[config.mk]
export PLATFORM = sky130hd
export DESIGN_NAME = framed_ring_buffer_writer
export DESIGN_NICKNAME = d
export VERILOG_FILES = /design/src/sv/frbw_pkg.sv /design/src/sv/frbw_planner.sv /design/src/sv/frbw_sequencer.sv /design/src/sv/framed_ring_buffer_writer.sv
export SDC_FILE = /design/constraint.sdc
export NUM_CORES = 1
export LEC_CHECK = 0
export BUFFER_PORTS_ARGS = -buffer_cell sky130_fd_sc_hd__buf_2
export CAP_MARGIN = 10
export CORE_MARGIN = 2
export CORE_UTILIZATION = 30
export CTS_BUF_LIST = sky130_fd_sc_hd__clkbuf_4 sky130_fd_sc_hd__clkbuf_8
export DETAILED_ROUTE_END_ITERATION = 10
export PLACE_DENSITY = 0.51
export SLEW_MARGIN = 25
export SYNTH_ARGS = -nofsm -noshare
export SYNTH_HDL_FRONTEND = slang
export SYNTH_SLANG_ARGS = --single-unit
[constraint.sdc]
create_clock -name clk_i -period 8.7 [get_ports clk_i]
set_input_delay 0.435 -clock clk_i [delete_from_list [all_inputs] [get_ports clk_i]]
set_output_delay 0.435 -clock clk_i [all_outputs]
set_load 0.1 [all_outputs]
[src/sv/frbw_pkg.sv]
// ----------------------------------------------------------------------------
// Framed ring buffer writer package
// Shared types and constants for the record planner, the result sequencer
// and the top level of the framed ring buffer writer.
// ----------------------------------------------------------------------------
package frbw_pkg;

  // Ring byte indices and the largest number of results one transaction causes.
  localparam int unsigned IDX_W   = 15;
  localparam int unsigned MAX_RES = 7;
  localparam int unsigned CNT_W   = 3;
  localparam int unsigned SEL_W   = 3;
  // Quotient of a read index by the ring size (ring size is at least 256).
  localparam int unsigned QUOT_W  = 7;

  // Operation codes.
  localparam logic [2:0] OP_SHORT      = 3'd0;
  localparam logic [2:0] OP_LONG_START = 3'd1;
  localparam logic [2:0] OP_LONG_BYTE  = 3'd2;
  localparam logic [2:0] OP_READ_IDX   = 3'd3;
  localparam logic [2:0] OP_RING_RESET = 3'd4;

  // Status codes.
  localparam logic [1:0] ST_OK       = 2'd0;
  localparam logic [1:0] ST_OVERFLOW = 2'd1;
  localparam logic [1:0] ST_NO_LONG  = 2'd2;

  // Write sizes.
  localparam logic [1:0] SZ_BYTE = 2'd0;
  localparam logic [1:0] SZ_HALF = 2'd1;
  localparam logic [1:0] SZ_WORD = 2'd2;

  // Record markers and layout.
  localparam logic [31:0] END_MARK   = 32'd0;
  localparam logic [31:0] WRAP_MARK  = 32'd1;
  localparam logic [31:0] SHORT_MARK = 32'd2;
  localparam logic [16:0] HEADER_BYTES = 17'd8;
  localparam logic [16:0] SHORT_BYTES  = 17'd4;
  localparam logic [16:0] RESERVE      = 17'd2;
  localparam logic [IDX_W-1:0] OFS_INST = 15'd2;
  localparam logic [IDX_W-1:0] OFS_TS   = 15'd4;
  localparam logic [IDX_W-1:0] OFS_DATA = 15'd8;

  // One accepted input transaction, with the precomputed read index quotient.
  typedef struct packed {
    logic [2:0]        op;
    logic [15:0]       inst;
    logic [31:0]       ts;
    logic [31:0]       msg;
    logic [IDX_W-1:0]  len;
    logic [7:0]        data_byte;
    logic [IDX_W-1:0]  rix;
    logic [QUOT_W-1:0] rix_quot;
  } item_t;

  // One result transaction.
  typedef struct packed {
    logic             we;
    logic [IDX_W-1:0] addr;
    logic [31:0]      data;
    logic [1:0]       size;
    logic [1:0]       status;
  } res_t;

  // All results of one input transaction, in order, with their count.
  typedef struct packed {
    res_t [MAX_RES-1:0] ent;
    logic [CNT_W-1:0]   cnt;
  } plan_t;

endpackage

[src/sv/frbw_planner.sv]
// ----------------------------------------------------------------------------
// Record planner
// Holds the ring indices and long message state, checks space for a new
// record and lays out the list of ring writes for one input transaction.
// ----------------------------------------------------------------------------
module frbw_planner #(
  parameter int unsigned RING_SIZE = 32768
) (
  input  logic           clk_i,
  input  logic           rst_ni,
  input  frbw_pkg::item_t item_i,
  input  logic           commit_i,
  output frbw_pkg::plan_t plan_o
);
  import frbw_pkg::*;

  localparam logic [16:0] RING17 = 17'(RING_SIZE);

  logic [IDX_W-1:0] wi_q, wi_d;
  logic [IDX_W-1:0] ci_q, ci_d;
  logic [IDX_W-1:0] rs_q, rs_d;
  logic [15:0]      rl_q, rl_d;
  logic [IDX_W-1:0] br_q, br_d;
  logic [IDX_W-1:0] bp_q, bp_d;
  logic             active_q, active_d;

  logic [16:0] used, free_bytes, block, need, end_sum;
  logic        space_ovf, wrap, wrap_ovf, len_big;
  logic [IDX_W-1:0] rec_start, end_idx;
  logic [23:0] quot_prod;
  logic [16:0] rem_raw, rem_fix;
  logic [16:0] long_end;
  logic [IDX_W-1:0] br_dec;
  plan_t plan;
  logic [CNT_W-1:0] n;

  function automatic res_t wr(input logic [IDX_W-1:0] addr, input logic [31:0] data,
                              input logic [1:0] size);
    res_t r;
    r.we     = 1'b1;
    r.addr   = addr;
    r.data   = data;
    r.size   = size;
    r.status = ST_OK;
    return r;
  endfunction

  function automatic res_t noop(input logic [1:0] status);
    res_t r;
    r        = '0;
    r.status = status;
    return r;
  endfunction

  // Space check and wrap decision shared by short and long records.
  always_comb begin
    if (wi_q >= ci_q) begin
      used = {2'b00, wi_q} - {2'b00, ci_q};
    end else begin
      used = {2'b00, wi_q} + RING17 - {2'b00, ci_q};
    end
    free_bytes = RING17 - used;
    block      = (item_i.op == OP_SHORT) ? (HEADER_BYTES + SHORT_BYTES)
                                         : (HEADER_BYTES + {2'b00, item_i.len});
    need       = block + RESERVE;
    space_ovf  = free_bytes <= need;
    end_sum    = {2'b00, wi_q} + block;
    wrap       = RING17 <= (end_sum + RESERVE);
    wrap_ovf   = wrap && ({2'b00, ci_q} <= need);
    rec_start  = wrap ? '0 : wi_q;
    end_idx    = wrap ? block[IDX_W-1:0] : end_sum[IDX_W-1:0];
    len_big    = {2'b00, item_i.len} >= RING17;
  end

  // Read index reduced modulo the ring size; the quotient is low by at most one.
  always_comb begin
    quot_prod = 24'(item_i.rix_quot) * 24'(RING17);
    rem_raw   = 17'({9'b0, item_i.rix} - quot_prod);
    rem_fix   = (rem_raw >= RING17) ? (rem_raw - RING17) : rem_raw;
  end

  assign long_end = {2'b00, rs_q} + {1'b0, rl_q};
  assign br_dec   = br_q - 15'd1;

  // Result list and next state for the transaction in the input register.
  always_comb begin
    plan     = '0;
    n        = '0;
    wi_d     = wi_q;
    ci_d     = ci_q;
    rs_d     = rs_q;
    rl_d     = rl_q;
    br_d     = br_q;
    bp_d     = bp_q;
    active_d = active_q;
    unique case (item_i.op)
      OP_SHORT: begin
        active_d = 1'b0;
        if (space_ovf || wrap_ovf) begin
          plan.ent[0] = noop(ST_OVERFLOW);
          n = 3'd1;
        end else begin
          if (wrap) begin
            plan.ent[n] = wr('0, END_MARK, SZ_HALF);
            n = n + 3'd1;
            plan.ent[n] = wr(wi_q, WRAP_MARK, SZ_HALF);
            n = n + 3'd1;
          end
          plan.ent[n] = wr(rec_start + OFS_INST, {16'b0, item_i.inst}, SZ_HALF);
          n = n + 3'd1;
          plan.ent[n] = wr(rec_start + OFS_TS, item_i.ts, SZ_WORD);
          n = n + 3'd1;
          plan.ent[n] = wr(end_idx, END_MARK, SZ_HALF);
          n = n + 3'd1;
          plan.ent[n] = wr(rec_start + OFS_DATA, item_i.msg, SZ_WORD);
          n = n + 3'd1;
          plan.ent[n] = wr(rec_start, SHORT_MARK, SZ_HALF);
          n = n + 3'd1;
          wi_d = end_idx;
        end
      end
      OP_LONG_START: begin
        active_d = 1'b0;
        if (item_i.len == '0) begin
          plan.ent[0] = noop(ST_OK);
          n = 3'd1;
        end else if (len_big || space_ovf || wrap_ovf) begin
          plan.ent[0] = noop(ST_OVERFLOW);
          n = 3'd1;
        end else begin
          if (wrap) begin
            plan.ent[n] = wr('0, END_MARK, SZ_HALF);
            n = n + 3'd1;
            plan.ent[n] = wr(wi_q, WRAP_MARK, SZ_HALF);
            n = n + 3'd1;
          end
          plan.ent[n] = wr(rec_start + OFS_INST, {16'b0, item_i.inst}, SZ_HALF);
          n = n + 3'd1;
          plan.ent[n] = wr(rec_start + OFS_TS, item_i.ts, SZ_WORD);
          n = n + 3'd1;
          plan.ent[n] = wr(end_idx, END_MARK, SZ_HALF);
          n = n + 3'd1;
          // The header word waits for the final payload byte.
          wi_d     = rec_start;
          rs_d     = rec_start;
          rl_d     = block[15:0];
          br_d     = item_i.len;
          bp_d     = rec_start + OFS_DATA;
          active_d = 1'b1;
        end
      end
      OP_LONG_BYTE: begin
        if (!active_q) begin
          plan.ent[0] = noop(ST_NO_LONG);
          n = 3'd1;
        end else begin
          plan.ent[0] = wr(bp_q, {24'b0, item_i.data_byte}, SZ_BYTE);
          n    = 3'd1;
          bp_d = bp_q + 15'd1;
          br_d = br_dec;
          if (br_dec == '0) begin
            plan.ent[1] = wr(rs_q, {16'b0, rl_q}, SZ_HALF);
            n        = 3'd2;
            wi_d     = long_end[IDX_W-1:0];
            active_d = 1'b0;
          end
        end
      end
      OP_READ_IDX: begin
        ci_d = rem_fix[IDX_W-1:0];
        plan.ent[0] = noop(ST_OK);
        n = 3'd1;
      end
      OP_RING_RESET: begin
        wi_d     = '0;
        ci_d     = '0;
        rs_d     = '0;
        rl_d     = '0;
        br_d     = '0;
        bp_d     = '0;
        active_d = 1'b0;
        plan.ent[0] = wr('0, END_MARK, SZ_HALF);
        n = 3'd1;
      end
      default: begin
        plan.ent[0] = noop(ST_OK);
        n = 3'd1;
      end
    endcase
    plan.cnt = n;
  end

  assign plan_o = plan;

  // State advances when the plan is handed to the sequencer.
  always_ff @(posedge clk_i or negedge rst_ni) begin
    if (!rst_ni) begin
      wi_q     <= '0;
      ci_q     <= '0;
      rs_q     <= '0;
      rl_q     <= '0;
      br_q     <= '0;
      bp_q     <= '0;
      active_q <= 1'b0;
    end else if (commit_i) begin
      wi_q     <= wi_d;
      ci_q     <= ci_d;
      rs_q     <= rs_d;
      rl_q     <= rl_d;
      br_q     <= br_d;
      bp_q     <= bp_d;
      active_q <= active_d;
    end
  end

`ifndef ASSERT_OFF
  // A pending long message always has bytes still to come.
  a_active_has_bytes: assert property (@(posedge clk_i) disable iff (!rst_ni)
    active_q |-> (br_q != '0))
    else $error("long message pending with no bytes remaining");
`endif

endmodule

[src/sv/frbw_sequencer.sv]
// ----------------------------------------------------------------------------
// Result sequencer
// Holds the result list of one transaction and presents its entries one per
// cycle on the result ports, marking the final one.
// ----------------------------------------------------------------------------
module frbw_sequencer (
  input  logic            clk_i,
  input  logic            rst_ni,
  input  logic            load_i,
  input  frbw_pkg::plan_t plan_i,
  output logic            free_o,
  output logic            valid_o,
  output logic            last_o,
  output frbw_pkg::res_t  res_o
);
  import frbw_pkg::*;

  res_t [MAX_RES-1:0] list_q;
  logic [CNT_W-1:0]   cnt_q;
  logic [SEL_W-1:0]   idx_q;
  logic               valid_q;
  logic               seq_last;
  res_t               cur;

  // Current entry and end of list.
  assign cur      = list_q[idx_q];
  assign seq_last = valid_q && (idx_q == (cnt_q - 3'd1));
  assign free_o   = !valid_q || seq_last;
  assign valid_o  = valid_q;
  assign last_o   = seq_last;
  assign res_o    = valid_q ? cur : '0;

  // List storage, loaded whole when a new plan arrives.
  always_ff @(posedge clk_i) begin
    if (load_i) begin
      list_q <= plan_i.ent;
    end
  end

  // Position within the list.
  always_ff @(posedge clk_i or negedge rst_ni) begin
    if (!rst_ni) begin
      valid_q <= 1'b0;
      cnt_q   <= '0;
      idx_q   <= '0;
    end else if (load_i) begin
      valid_q <= 1'b1;
      cnt_q   <= plan_i.cnt;
      idx_q   <= '0;
    end else if (seq_last) begin
      valid_q <= 1'b0;
    end else if (valid_q) begin
      idx_q <= idx_q + 3'd1;
    end
  end

`ifndef ASSERT_OFF
  // The results of one transaction come in consecutive cycles.
  a_results_contiguous: assert property (@(posedge clk_i) disable iff (!rst_ni)
    (valid_o && !last_o) |=> valid_o)
    else $error("result list interrupted before its final entry");

  // A live list is never empty and the position stays inside it.
  a_index_in_range: assert property (@(posedge clk_i) disable iff (!rst_ni)
    valid_q |-> ((cnt_q != '0) && (idx_q < cnt_q)))
    else $error("result index outside the list");

  // A new list is only loaded when the previous one is done.
  a_load_when_free: assert property (@(posedge clk_i) disable iff (!rst_ni)
    load_i |-> free_o)
    else $error("result list overwritten while still in progress");
`endif

endmodule

[src/sv/framed_ring_buffer_writer.sv]
// ----------------------------------------------------------------------------
// Framed ring buffer writer
// A start transaction waits in the input register until the sequencer is free;
// a new one is accepted while the previous one's results are still presented.
// The sequencer gives one result per cycle, up to seven per transaction (the ring
// writes of a short record). Reset clears both ring indices and any pending long message.
// Producer side of a byte ring of framed records; every ring write is a result.
// ----------------------------------------------------------------------------
module framed_ring_buffer_writer #(
  parameter int unsigned RING_SIZE = 32768
) (
  input  logic        clk_i,
  input  logic        rst_ni,
  input  logic        start,
  output logic        busy,
  input  logic [2:0]  operation_i,
  input  logic [15:0] instance_id_i,
  input  logic [31:0] timestamp_i,
  input  logic [31:0] message_word_i,
  input  logic [14:0] long_length_i,
  input  logic [7:0]  data_byte_i,
  input  logic [14:0] read_index_i,
  output logic        result_valid_o,
  output logic        write_enable_o,
  output logic [14:0] write_address_o,
  output logic [31:0] write_data_o,
  output logic [1:0]  write_size_o,
  output logic [1:0]  status_o,
  output logic        last_o
);
  import frbw_pkg::*;

  // Reciprocal of the ring size for the read index reduction.
  localparam int unsigned RECIP_SH = 30;
  localparam logic [22:0] RECIP    = 23'((64'd1 << RECIP_SH) / RING_SIZE);

  item_t item_q, item_d;
  logic  in_valid_q;
  logic  accept, load, seq_free;
  logic [37:0] quot_full;
  plan_t plan;
  res_t  res;

  // Input transaction handshake.
  assign busy   = in_valid_q && !seq_free;
  assign accept = start && !busy;
  assign load   = in_valid_q && seq_free;

  // Input register, with the read index quotient computed on the way in.
  always_comb begin
    quot_full          = 38'(read_index_i) * 38'(RECIP);
    item_d.op          = operation_i;
    item_d.inst        = instance_id_i;
    item_d.ts          = timestamp_i;
    item_d.msg         = message_word_i;
    item_d.len         = long_length_i;
    item_d.data_byte   = data_byte_i;
    item_d.rix         = read_index_i;
    item_d.rix_quot    = quot_full[RECIP_SH +: QUOT_W];
  end

  always_ff @(posedge clk_i) begin
    if (accept) begin
      item_q <= item_d;
    end
  end

  always_ff @(posedge clk_i or negedge rst_ni) begin
    if (!rst_ni) begin
      in_valid_q <= 1'b0;
    end else if (accept) begin
      in_valid_q <= 1'b1;
    end else if (load) begin
      in_valid_q <= 1'b0;
    end
  end

  frbw_planner #(
    .RING_SIZE(RING_SIZE)
  ) u_planner (
    .clk_i   (clk_i),
    .rst_ni  (rst_ni),
    .item_i  (item_q),
    .commit_i(load),
    .plan_o  (plan)
  );

  frbw_sequencer u_sequencer (
    .clk_i  (clk_i),
    .rst_ni (rst_ni),
    .load_i (load),
    .plan_i (plan),
    .free_o (seq_free),
    .valid_o(result_valid_o),
    .last_o (last_o),
    .res_o  (res)
  );

  // Result ports.
  assign write_enable_o  = res.we;
  assign write_address_o = res.addr;
  assign write_data_o    = res.data;
  assign write_size_o    = res.size;
  assign status_o        = res.status;

`ifndef ASSERT_OFF
  // An accepted transaction is held until the planner takes it.
  a_accept_held: assert property (@(posedge clk_i) disable iff (!rst_ni)
    (start && !busy) |=> in_valid_q)
    else $error("accepted transaction lost before planning");
`endif

endmodule
After elaboration in Yosys (flattened, before gate mapping)
Index checks and enable logic that the tools add are counted.
{"block": "word_totals", "register_bits": 585, "input_bits": 124, "out_inout_bits": 55, "wordCells": 238}
{"block": "op_classes", "addsub": 25, "order_cmp": 22, "eq_ne": 11, "muxes": 91, "reduce_logical": 36}
{"op": "364-bit bitwise mux", "count": 8}
{"op": "52-bit demux with 3-bit select", "count": 8}
{"op": "312-bit 2-to-1 mux", "count": 3}
{"op": "52-bit 2-to-1 mux", "count": 16}
{"op": "104-bit 2-to-1 mux", "count": 5}
{"op": "260-bit one-hot mux with 2 select lines", "count": 1}
{"op": "15-bit 2-to-1 mux", "count": 14}
{"op": "52-bit one-hot mux with 4 select lines", "count": 1}
{"op": "52-bit binary-select mux with 3-bit select", "count": 1}
{"op": "52-bit one-hot mux with 3 select lines", "count": 1}
{"op": "15-bit one-hot mux with 3 select lines", "count": 2}
{"op": "15-bit one-hot mux with 2 select lines", "count": 2}
{"op": "15-bit one-hot mux with 4 select lines", "count": 1}
{"op": "3-bit by 4-bit less-than comparator with 1-bit output, second input constant", "count": 9}
{"op": "17-bit by 2-bit adder with 17-bit output, second input constant", "count": 2}
{"op": "17-bit 2-to-1 mux", "count": 2}
{"op": "3-bit 2-to-1 mux", "count": 11}
{"op": "16-bit 2-to-1 mux", "count": 2}
{"op": "16-bit one-hot mux with 2 select lines", "count": 1}
{"op": "15-bit logical NOT", "count": 2}
{"op": "15-bit by 1-bit subtractor with 15-bit output, second input constant", "count": 2}
{"op": "3-bit by 1-bit adder with 3-bit output, second input constant", "count": 9}
{"op": "3-bit by 1-bit greater-or-equal comparator with 1-bit output, second input constant", "count": 8}
{"op": "15-bit by 16-bit adder with 17-bit output, second input constant", "count": 1}
{"op": "other kinds (38)", "count": 73}

Depth between registers and ports, before layout
Gate-level depths: netlist of run 1.
{"block": "depth", "depth_word": 20, "ltp_mapped": 28, "depth_no_buf": 27}

By module
Synthesis of run 1 repeated with hierarchy kept, for this count alone.
{"block": "hier_totals", "cells_unflattened": 2511, "area_unflattened_um2": 30535.5}
{"mod": "frbw_sequencer", "instances": 1, "cells_each": 710, "area_per_inst_um2": 14388.8}
{"mod": "frbw_planner", "instances": 1, "cells_each": 1673, "area_per_inst_um2": 12445.7}
{"mod": "framed_ring_buffer_writer", "instances": 1, "cells_each": 128, "area_per_inst_um2": 3701.0}

Worst setup path before layout of run 1
No wires, ideal clock.
{"block": "synth_path", "path_type": "register -> register", "from": "register u_sequencer.cnt_q[0]", "to": "register u_planner.bp_q[14]", "setup_time_ns": 0.121, "arrival_ns": 8.018, "required_ns": 8.579, "slack_ns": 0.561, "stages_incl_launch_ff": 16, "n_path_buf": 1, "synth_period_minus_slack_ns": 8.139, "cell_sequence": "dfrtp_1 inv_1 ha_1 xor2_1 xnor2_1 nand3_1 nand2_1 nand2_1 inv_1 nand2_1 or2_2 nor2_1 o21ai_1 clkbuf_1 a211o_1 a22o_1"}
{"block": "synth_via", "elab_chain_cells": 6}
{"item": "start, declared", "line_no": "frbw_sequencer.sv:19", "rtl": "logic [CNT_W-1:0] cnt_q;"}
{"item": "start signal, assigned", "line_no": "frbw_sequencer.sv:48", "rtl": "cnt_q <= plan_i.cnt;"}
{"item": "3-bit by 1-bit subtractor with 3-bit output", "line_no": "frbw_sequencer.sv:27", "rtl": "assign seq_last = valid_q && (idx_q == (cnt_q - 3'd1));"}
{"item": "3-bit equality test", "line_no": "frbw_sequencer.sv:27"}
{"item": "1-bit logical AND", "line_no": "frbw_sequencer.sv:27"}
{"item": "1-bit logical OR", "line_no": "frbw_sequencer.sv:28", "rtl": "assign free_o = !valid_q || seq_last;"}
{"item": "1-bit logical AND", "line_no": "framed_ring_buffer_writer.sv:47", "rtl": "assign load = in_valid_q && seq_free;"}
{"item": "net load", "line_no": "framed_ring_buffer_writer.sv:39", "rtl": "logic accept, load, seq_free;"}
{"item": "5-bit AND reduction (no source line)"}
{"item": "end signal, assigned", "line_no": "frbw_planner.sv:211", "rtl": "bp_q <= bp_d;"}
{"item": "end, declared", "line_no": "frbw_planner.sv:24", "rtl": "logic [IDX_W-1:0] bp_q, bp_d;"}
The timed path passes the listed nets, and every way through them passes these cells.
A chain may end at the register's enable or synchronous reset.

Worst setup path in the final report of run 1
{"block": "layout_path", "from": "register item_q[127] in the netlist's numbering", "to": "register u_planner.bp_q[13]"}
{"block": "layout_via", "elab_chain_cells": 10, "elab_cells_between_ends": 23, "classes_between": "add/sub: 4; order compare: 3; eq/ne: 6; mux: 5; reduce/logical: 5"}
{"item": "start, declared", "line_no": "framed_ring_buffer_writer.sv:37", "rtl": "item_t item_q, item_d;"}
{"item": "start signal, assigned", "line_no": "framed_ring_buffer_writer.sv:64", "rtl": "item_q <= item_d;"}
{"item": "3-bit logical NOT", "line_no": "frbw_planner.sv:63", "rtl": "block = (item_i.op == OP_SHORT) ? (HEADER_BYTES + SHORT_BYTES)"}
{"item": "17-bit 2-to-1 mux", "line_no": "frbw_planner.sv:63"}
{"item": "15-bit by 17-bit adder with 17-bit output", "line_no": "frbw_planner.sv:67", "rtl": "end_sum = {2'b00, wi_q} + block;"}
{"item": "17-bit by 2-bit adder with 17-bit output", "line_no": "frbw_planner.sv:68", "rtl": "wrap = RING17 <= (end_sum + RESERVE);"}
{"item": "16-bit by 17-bit <= comparator with 1-bit output", "line_no": "frbw_planner.sv:68"}
{"item": "15-bit 2-to-1 mux", "line_no": "frbw_planner.sv:70", "rtl": "rec_start = wrap ? '0 : wi_q;"}
{"item": "15-bit by 4-bit adder with 15-bit output", "line_no": "frbw_planner.sv:148", "rtl": "bp_d = rec_start + OFS_DATA;"}
{"item": "15-bit 2-to-1 mux", "line_no": "frbw_planner.sv:127", "rtl": "end else if (len_big || space_ovf || wrap_ovf) begin"}
{"item": "15-bit 2-to-1 mux", "line_no": "frbw_planner.sv:124", "rtl": "if (item_i.len == '0) begin"}
{"item": "15-bit one-hot mux with 3 select lines", "line_no": "frbw_planner.sv:96", "rtl": "unique case (item_i.op)"}
Several ways; a longest one is shown, not always the timed one. The select of a mux whose other input is x is not followed.

==> results of run 1 <==
[path summary, 6_finish.rpt]
check,slack (ns),end,start
hold reg to reg,0.49,u_planner.br_q[13],u_planner.br_q[13]
setup reg to reg,1.66,u_planner.bp_q[13],item_q[127]
hold / removal,0.29,u_planner.br_q[3],rst_ni
setup / recovery,1.66,u_planner.bp_q[13],item_q[127]
max in group asynchronous,6.91,u_sequencer.idx_q[0],rst_ni
min in group clk_i,0.43,item_q[82],timestamp_i[5]
[worst register-to-register path: cells and delay by family (launching register included)]
kind / cells / cell delay, ns
AO/OA/AOI/OAI: 6 / 1.09
flip-flops: 1 / 0.61
XOR/XNOR: 2 / 0.80
AND/OR/NAND/NOR: 9 / 2.73
buffers and inverters: 4 / 0.73
adder cells (fa/ha/maj): 3 / 0.95
[sequential cells by signal, indices dropped and copies added (netlist names)]
register / flops
in_valid_q: 1
item_q: 121
u_planner.active_q: 1
u_planner.bp_q: 15
u_planner.br_q: 15
u_planner.ci_q: 15
u_planner.rl_q: 16
u_planner.rs_q: 15
u_planner.wi_q: 15
u_sequencer.cnt_q: 3
u_sequencer.idx_q: 3
u_sequencer.list_q: 241
u_sequencer.valid_o: 1
[per-layer routing]
| layer | GRT usage | part of all wire |
|---|---|---|
| met4 | 0.0642 | 0.030 |
| met3 | 0.0398 | 0.067 |
| met5 | 0 | 0.00035 |
| met1 | 0.263 | 0.44 |
| met2 | 0.322 | 0.46 |
[cells by family after synthesis]
logic type / count (synthesis)
fa+ha+maj: 96
compound gates: 554
buf+inv: 207
flops: 462
other cells: 2
simple gates: 753
xor+xnor: 103
mux: 77
[synthesized netlist by cell type, types with 18 or more instances]
cell / n
mux4_2: 32
nand2_1: 241
nor3_1: 33
dfrtp_1: 100
and3_1: 42
buf_2: 32
a21o_1: 21
o21ai_0: 107
and2_1: 67
o21ai_1: 18
ha_1: 93
a211oi_1: 26
xor2_1: 44
a21oi_1: 136
o211ai_1: 18
a22o_1: 66
nand3_1: 41
nand4_1: 30
mux2i_1: 42
inv_1: 63
o2bb2ai_1: 22
xnor2_1: 59
nor2_1: 176
nor2b_1: 26
clkbuf_1: 86
or3_1: 18
edfxtp_1: 362
[placed cells by master (no fill, tap or decap), types with 13 or more instances in the layout]
cell type | synthesis | layout
a211oi_1 | 26 | 26
a21o_1 | 21 | 21
a21oi_1 | 136 | 132
a22o_1 | 66 | 66
a311oi_1 | 13 | 13
and2_1 | 67 | 65
and3_1 | 42 | 42
buf_2 | 32 | 177
buf_4 | 3 | 61
clkbuf_4 | 0 | 31
clkbuf_8 | 0 | 96
clkinv_1 | 2 | 18
conb_1 | 2 | 24
dfrtp_1 | 100 | 97
dlygate4sd3_1 | 0 | 123
edfxtp_1 | 362 | 362
ha_1 | 93 | 93
inv_1 | 63 | 62
mux2i_1 | 42 | 42
mux4_2 | 32 | 32
nand2_1 | 241 | 241
nand2b_1 | 15 | 15
nand3_1 | 41 | 41
nand4_1 | 30 | 30
nor2_1 | 176 | 172
nor2b_1 | 26 | 26
nor3_1 | 33 | 32
nor4_1 | 17 | 16
o211ai_1 | 18 | 18
o21ai_0 | 107 | 106
o21ai_1 | 18 | 19
o2bb2ai_1 | 22 | 22
or3_1 | 18 | 18
xnor2_1 | 59 | 59
xor2_1 | 44 | 44
[through the flow]
stage               instance area (um^2)  setup WS (ns)   util
floorplan                          25100          0.561      -
detailed placement                 27300           1.79  0.331
global placement                   27300           1.82  0.331
global route                       30400           1.28  0.369
CTS                                30400           1.77  0.369
finish                             30400           1.66  0.369
[layout make-up]
cell class / instances / area share
Sequential cell: 462 / 0.440
Clock inverter: 33 / 0.0100
Multi-Input combinational cell: 1607 / 0.360
Timing Repair Buffer: 362 / 0.0854
Tap cell: 1070 / 0.0440
Inverter: 68 / 0.00881
Clock buffer: 127 / 0.0511
[timing repair]
item / CTS / global route
hold buffers: 123 / 0
endpoints found under the setup margin: 0 / 0
hold endpoints to repair: 160 / 0
==> flow_metrics.tcl, run 1 <==
set metrics [dict create \
    status "finished clean" \
    r2r_cells 24 \
    gr-total-overflow 0 \
    multi_input_area_mm2 0.0110 \
    drt_first_iter_violations 1807 \
    worstPathMaxFanout 13 \
    cts.sinks 462 \
    io_pins 179 \
    synth_top_area_share 0.434 \
    layout.nets 2807 \
    cts_resized 0 \
    synth_compound_area_frac 0.152 \
    antenna_cells 0 \
    synthCells 2254 \
    core-area_mm2 0.0824 \
    syn_to_final_growth_pct 21.4 \
    final.period_utilization 0.809 \
    gp_congestion 0.887 \
    syn_area_mm2 0.0250 \
    synth_edf_count 362 \
    synth.ff_latch_count 462 \
    wl_per_cell_um 22.9 \
    grt_pass1_wl_um 128000 \
    finalNonFillerCells 3729 \
    ys_async_sr_fraction 0.216 \
    whs_ns 0.288 \
    post_cts_buffers 0 \
    dpl.hpwl_um 58200 \
    setup_tns_ns 0 \
    cts-root-buf "clkbuf_8" \
    grt_use_total 0.198 \
    drtPass1Iterations 5 \
    fmax_ghz 0.142 \
    rows 105 \
    fin_crit_ns 7.04 \
    path_depth 24 \
    die_w_um 293 \
    max-cap-violations 0 \
    fillerInstances 8171 \
    synthAdderAreaFrac 0.0489 \
    layout-drive-gt1-share 0.177 \
    antenna_left 0 \
    critical_path_class "flip-flop to flip-flop" \
    crit_family "simple AND/OR/NAND/NOR gates" \
    path_buf_inv 4 \
    worst_pin_slew_ns 0.989 \
    synth_xor_area_frac 0.0360 \
    path_cells "or3_1 -> and2_1 -> ha_1 -> inv_1 -> fa_1 -> and2b_1 -> o22ai_1 -> xnor2_1 -> nand3_2 -> or4b_1 -> a21oi_1 -> a21oi_1 -> a2111oi_4 -> buf_4 -> nor2_4 -> inv_2 -> and2_1 -> ha_1 -> inv_1 -> nor2_1 -> nand2_1 -> xor2_1 -> o32ai_1 -> a22o_1" \
    drt_wl_total_um 85600 \
    viasPerCell 5.30 \
    yosys_warnings 0 \
    max_stage_delay_ns 0.61 \
    cts_made_buffers 86 \
    dr_total_vias 19800 \
    antenna_found_initial 6 \
    synthSimpleGateAreaFrac 0.147 \
    register_area_mm2 0.0134 \
    slew_headroom 0.341 \
    yosys_most_used_dff "edfxtp_1" \
    cp_slowest_cell "edfxtp_1" \
    htreeDepth 3 \
    rsz0062_at_grt "no" \
    dpl.cell_count 3446 \
    synth_top_family_by_area "compound AO/OA/AOI/OAI gates" \
    cp_data_arrival_time_ns 7.61 \
    cts_tree "built" \
    yosysSeqAreaShare 0.534 \
    grt_start_max_net_pins 160 \
    hold_viol_final 0 \
    die_area_mm2 0.0858 \
    clkLatencyLatePin_ns 0.72 \
    first_global_vias 19900 \
    initial_utilization 0.304 \
    die_h_um 293 \
    ys_types 97 \
    setup_viol 0 \
    critPathLaunchType "flip-flop" \
    synthTopCellsByArea "edfxtp_1, dfrtp_1, ha_1" \
    cts_buffer_depth 3 \
    portBuffers 178 \
    clk_pin_slew_ns 0.06 \
    yosysTopAreaCell "edfxtp_1" \
    cp.required_ns 9.27 \
    cp-end-kind "flip-flop" \
    synth_area_per_cell_um2 11.1 \
    hp-class "primary input to asynchronous set/reset pin" \
    drc_errors 0 \
    synthMuxAreaShare 0.0469 \
    clock_skew_ns 0.0561 \
    slew_violations 0 \
]
Power of run 1 is not shown: default switching activity piles up to over one toggle a cycle in this logic, so the estimate is an artifact.
==> run 2: changes to the inputs <==
- clock period: 8.7 -> 6.1 ns (I/O delays scaled with it)
==> run 2 against run 1 <==
Against the previous run: sequential share of layout area decreased by 1.0 points; sequential cell count unchanged; critical path depth increased by 2; first-iteration DRC count decreased by 21%; final area increased by 2.4%; fmax increased by 21%.
==> flow_metrics.tcl, run 2 (same netlist as run 1, synthesis figures left out) <==
set metrics [dict create \
    gr-total-overflow 0 \
    die_w_um 293 \
    worstPathMaxFanout 20 \
    layout.nets 2893 \
    wl_per_cell_um 23.0 \
    cp.required_ns 6.61 \
    path_buf_inv 5 \
    dpl.hpwl_um 60200 \
    drc_errors 0 \
    worst_slack_ns 0.292 \
    cts_buffer_depth 3 \
    clock_skew_ns 0.0543 \
    crit_family "compound AO/OA/AOI/OAI gates" \
    layout-drive-gt1-share 0.207 \
    clk_pin_slew_ns 0.06 \
    cts_tree "built" \
    cp_data_arrival_time_ns 6.32 \
    drtPass1Iterations 5 \
    fmax_ghz 0.172 \
    placed_cell_area_mm2 0.0279 \
    finalNonFillerCells 3812 \
    max_stage_delay_ns 0.47 \
    rows 105 \
    cts-root-buf "clkbuf_8" \
    dr_total_vias 20200 \
    worst_pin_slew_ns 0.927 \
    cp_slowest_cell "a311o_4" \
    die_h_um 293 \
    cts.sinks 462 \
    postLayoutCellArea_mm2 0.0311 \
    antenna_left 0 \
    critPathLaunchType "flip-flop" \
    portBuffers 178 \
    clkLatencyLatePin_ns 0.72 \
    slew_headroom 0.382 \
    hold_viol_final 0 \
    core-area_mm2 0.0824 \
    pre_cts_ws_ns -0.0170 \
    top_register "u_sequencer.list_q" \
    cts_made_buffers 87 \
    final.period_utilization 0.952 \
    antenna_found_initial 2 \
    top_regs "u_sequencer.list_q (241), item_q (121), u_planner.rl_q (16)" \
    htreeDepth 3 \
    max-cap-violations 0 \
    cp-end-kind "flip-flop" \
    io_pins 179 \
    critical_path_class "flip-flop to flip-flop" \
    layout_commonest_cell "edfxtp_1" \
    largest_register_ffs 241 \
    grt_use_total 0.203 \
    syn_to_final_growth_pct 24.3 \
    drt_first_iter_violations 1432 \
    antenna_cells 0 \
    first_global_vias 20700 \
    viasPerCell 5.30 \
    grt_start_max_net_pins 97 \
    fillerInstances 8106 \
    hp-class "primary input to asynchronous set/reset pin" \
    dpl.cell_count 3522 \
    final_util 0.378 \
    fin_crit_ns 5.81 \
    die_area_mm2 0.0858 \
    grt_pass1_wl_um 131000 \
    slew_violations 0 \
    drt_wl_total_um 87700 \
    gp_congestion 0.944 \
    initial_utilization 0.304 \
    setup_viol 0 \
    status "finished clean" \
    final_cell_mix "edfxtp_1, nand2_1, buf_2" \
]
run 2: changes by cell type in the layout (fill, tap and decap cells not counted), moves of 4 or more:
cell | previous run | this run
buf_4 | 61 | 138
buf_12 | 1 | 5
clkinv_2 | 4 | 13
buf_6 | 0 | 4
clkbuf_4 | 31 | 23
run 2: final cells by class:
type / instances / area [um^2] / area share
Sequential cell: 462 / 13400 / 0.430
Multi-Input combinational cell: 1607 / 11000 / 0.355
Timing Repair Buffer: 447 / 3300 / 0.106
Clock buffer: 116 / 1450 / 0.0467
Tap cell: 1070 / 1340 / 0.0430
Clock inverter: 42 / 333 / 0.0107
Inverter: 68 / 270 / 0.00869
run 2: worst reg2reg max path, delay by kind of cell (launching register included):
family	cells	cell delay [ns]
DFF	1	0.38
xor gates and xnor gates	2	0.32
adders and majority gates	3	0.86
and+or+nand+nor	7	1.66
buffers and inverters	5	0.62
AOI/OAI and AO/OA	9	1.82
run 2: per-layer routing:
layer | part of all wire | routed length, um | vias to the layer above | track usage
met1 | 0.45 | 39300 | 9983 | 0.275
met2 | 0.45 | 39800 | 790 | 0.320
li1 | - | - | 9257 | -
met3 | 0.064 | 5640 | 157 | 0.0392
met4 | 0.034 | 3010 | 2 | 0.0753
met5 | 0.00015 | 13 | - | 0
run 2: per-stage QoR:
step	hold slack [ns]	TNS, ns
4_1_cts	0.0476	0
5_1_grt	0.107	-0.0280
6_report	0.0888	0
3_3_place_gp	0.275	-0.425
2_1_floorplan	0.00941	0
3_5_place_dp	0.281	-0.0423
run 2: repair_timing:
item	in CTS	in global routing
pin swaps	0	5
buffers inserted	0	9
hold buffers	123	0
hold endpoints to repair	150	0
endpoints found under the setup margin	20	266
gates resized for setup	2	27
run 2: path summary, 6_finish.rpt:
path | startpoint | end | slack (ns) | cells past startpoint
setup / recovery | u_planner.wi_q[0] | u_sequencer.list_q[45] | 0.29 | 26
hold / removal | rst_ni | u_planner.bp_q[10] | 0.09 | 2
setup reg to reg | u_planner.wi_q[0] | u_sequencer.list_q[45] | 0.29 | 26
hold reg to reg | u_planner.br_q[13] | u_planner.br_q[13] | 0.48 | 1
max in group asynchronous | rst_ni | u_planner.ci_q[12] | 4.87 | 3
min in group clk_i | timestamp_i[29] | item_q[106] | 0.30 | 2
Power of run 2 is left out for the same reason.
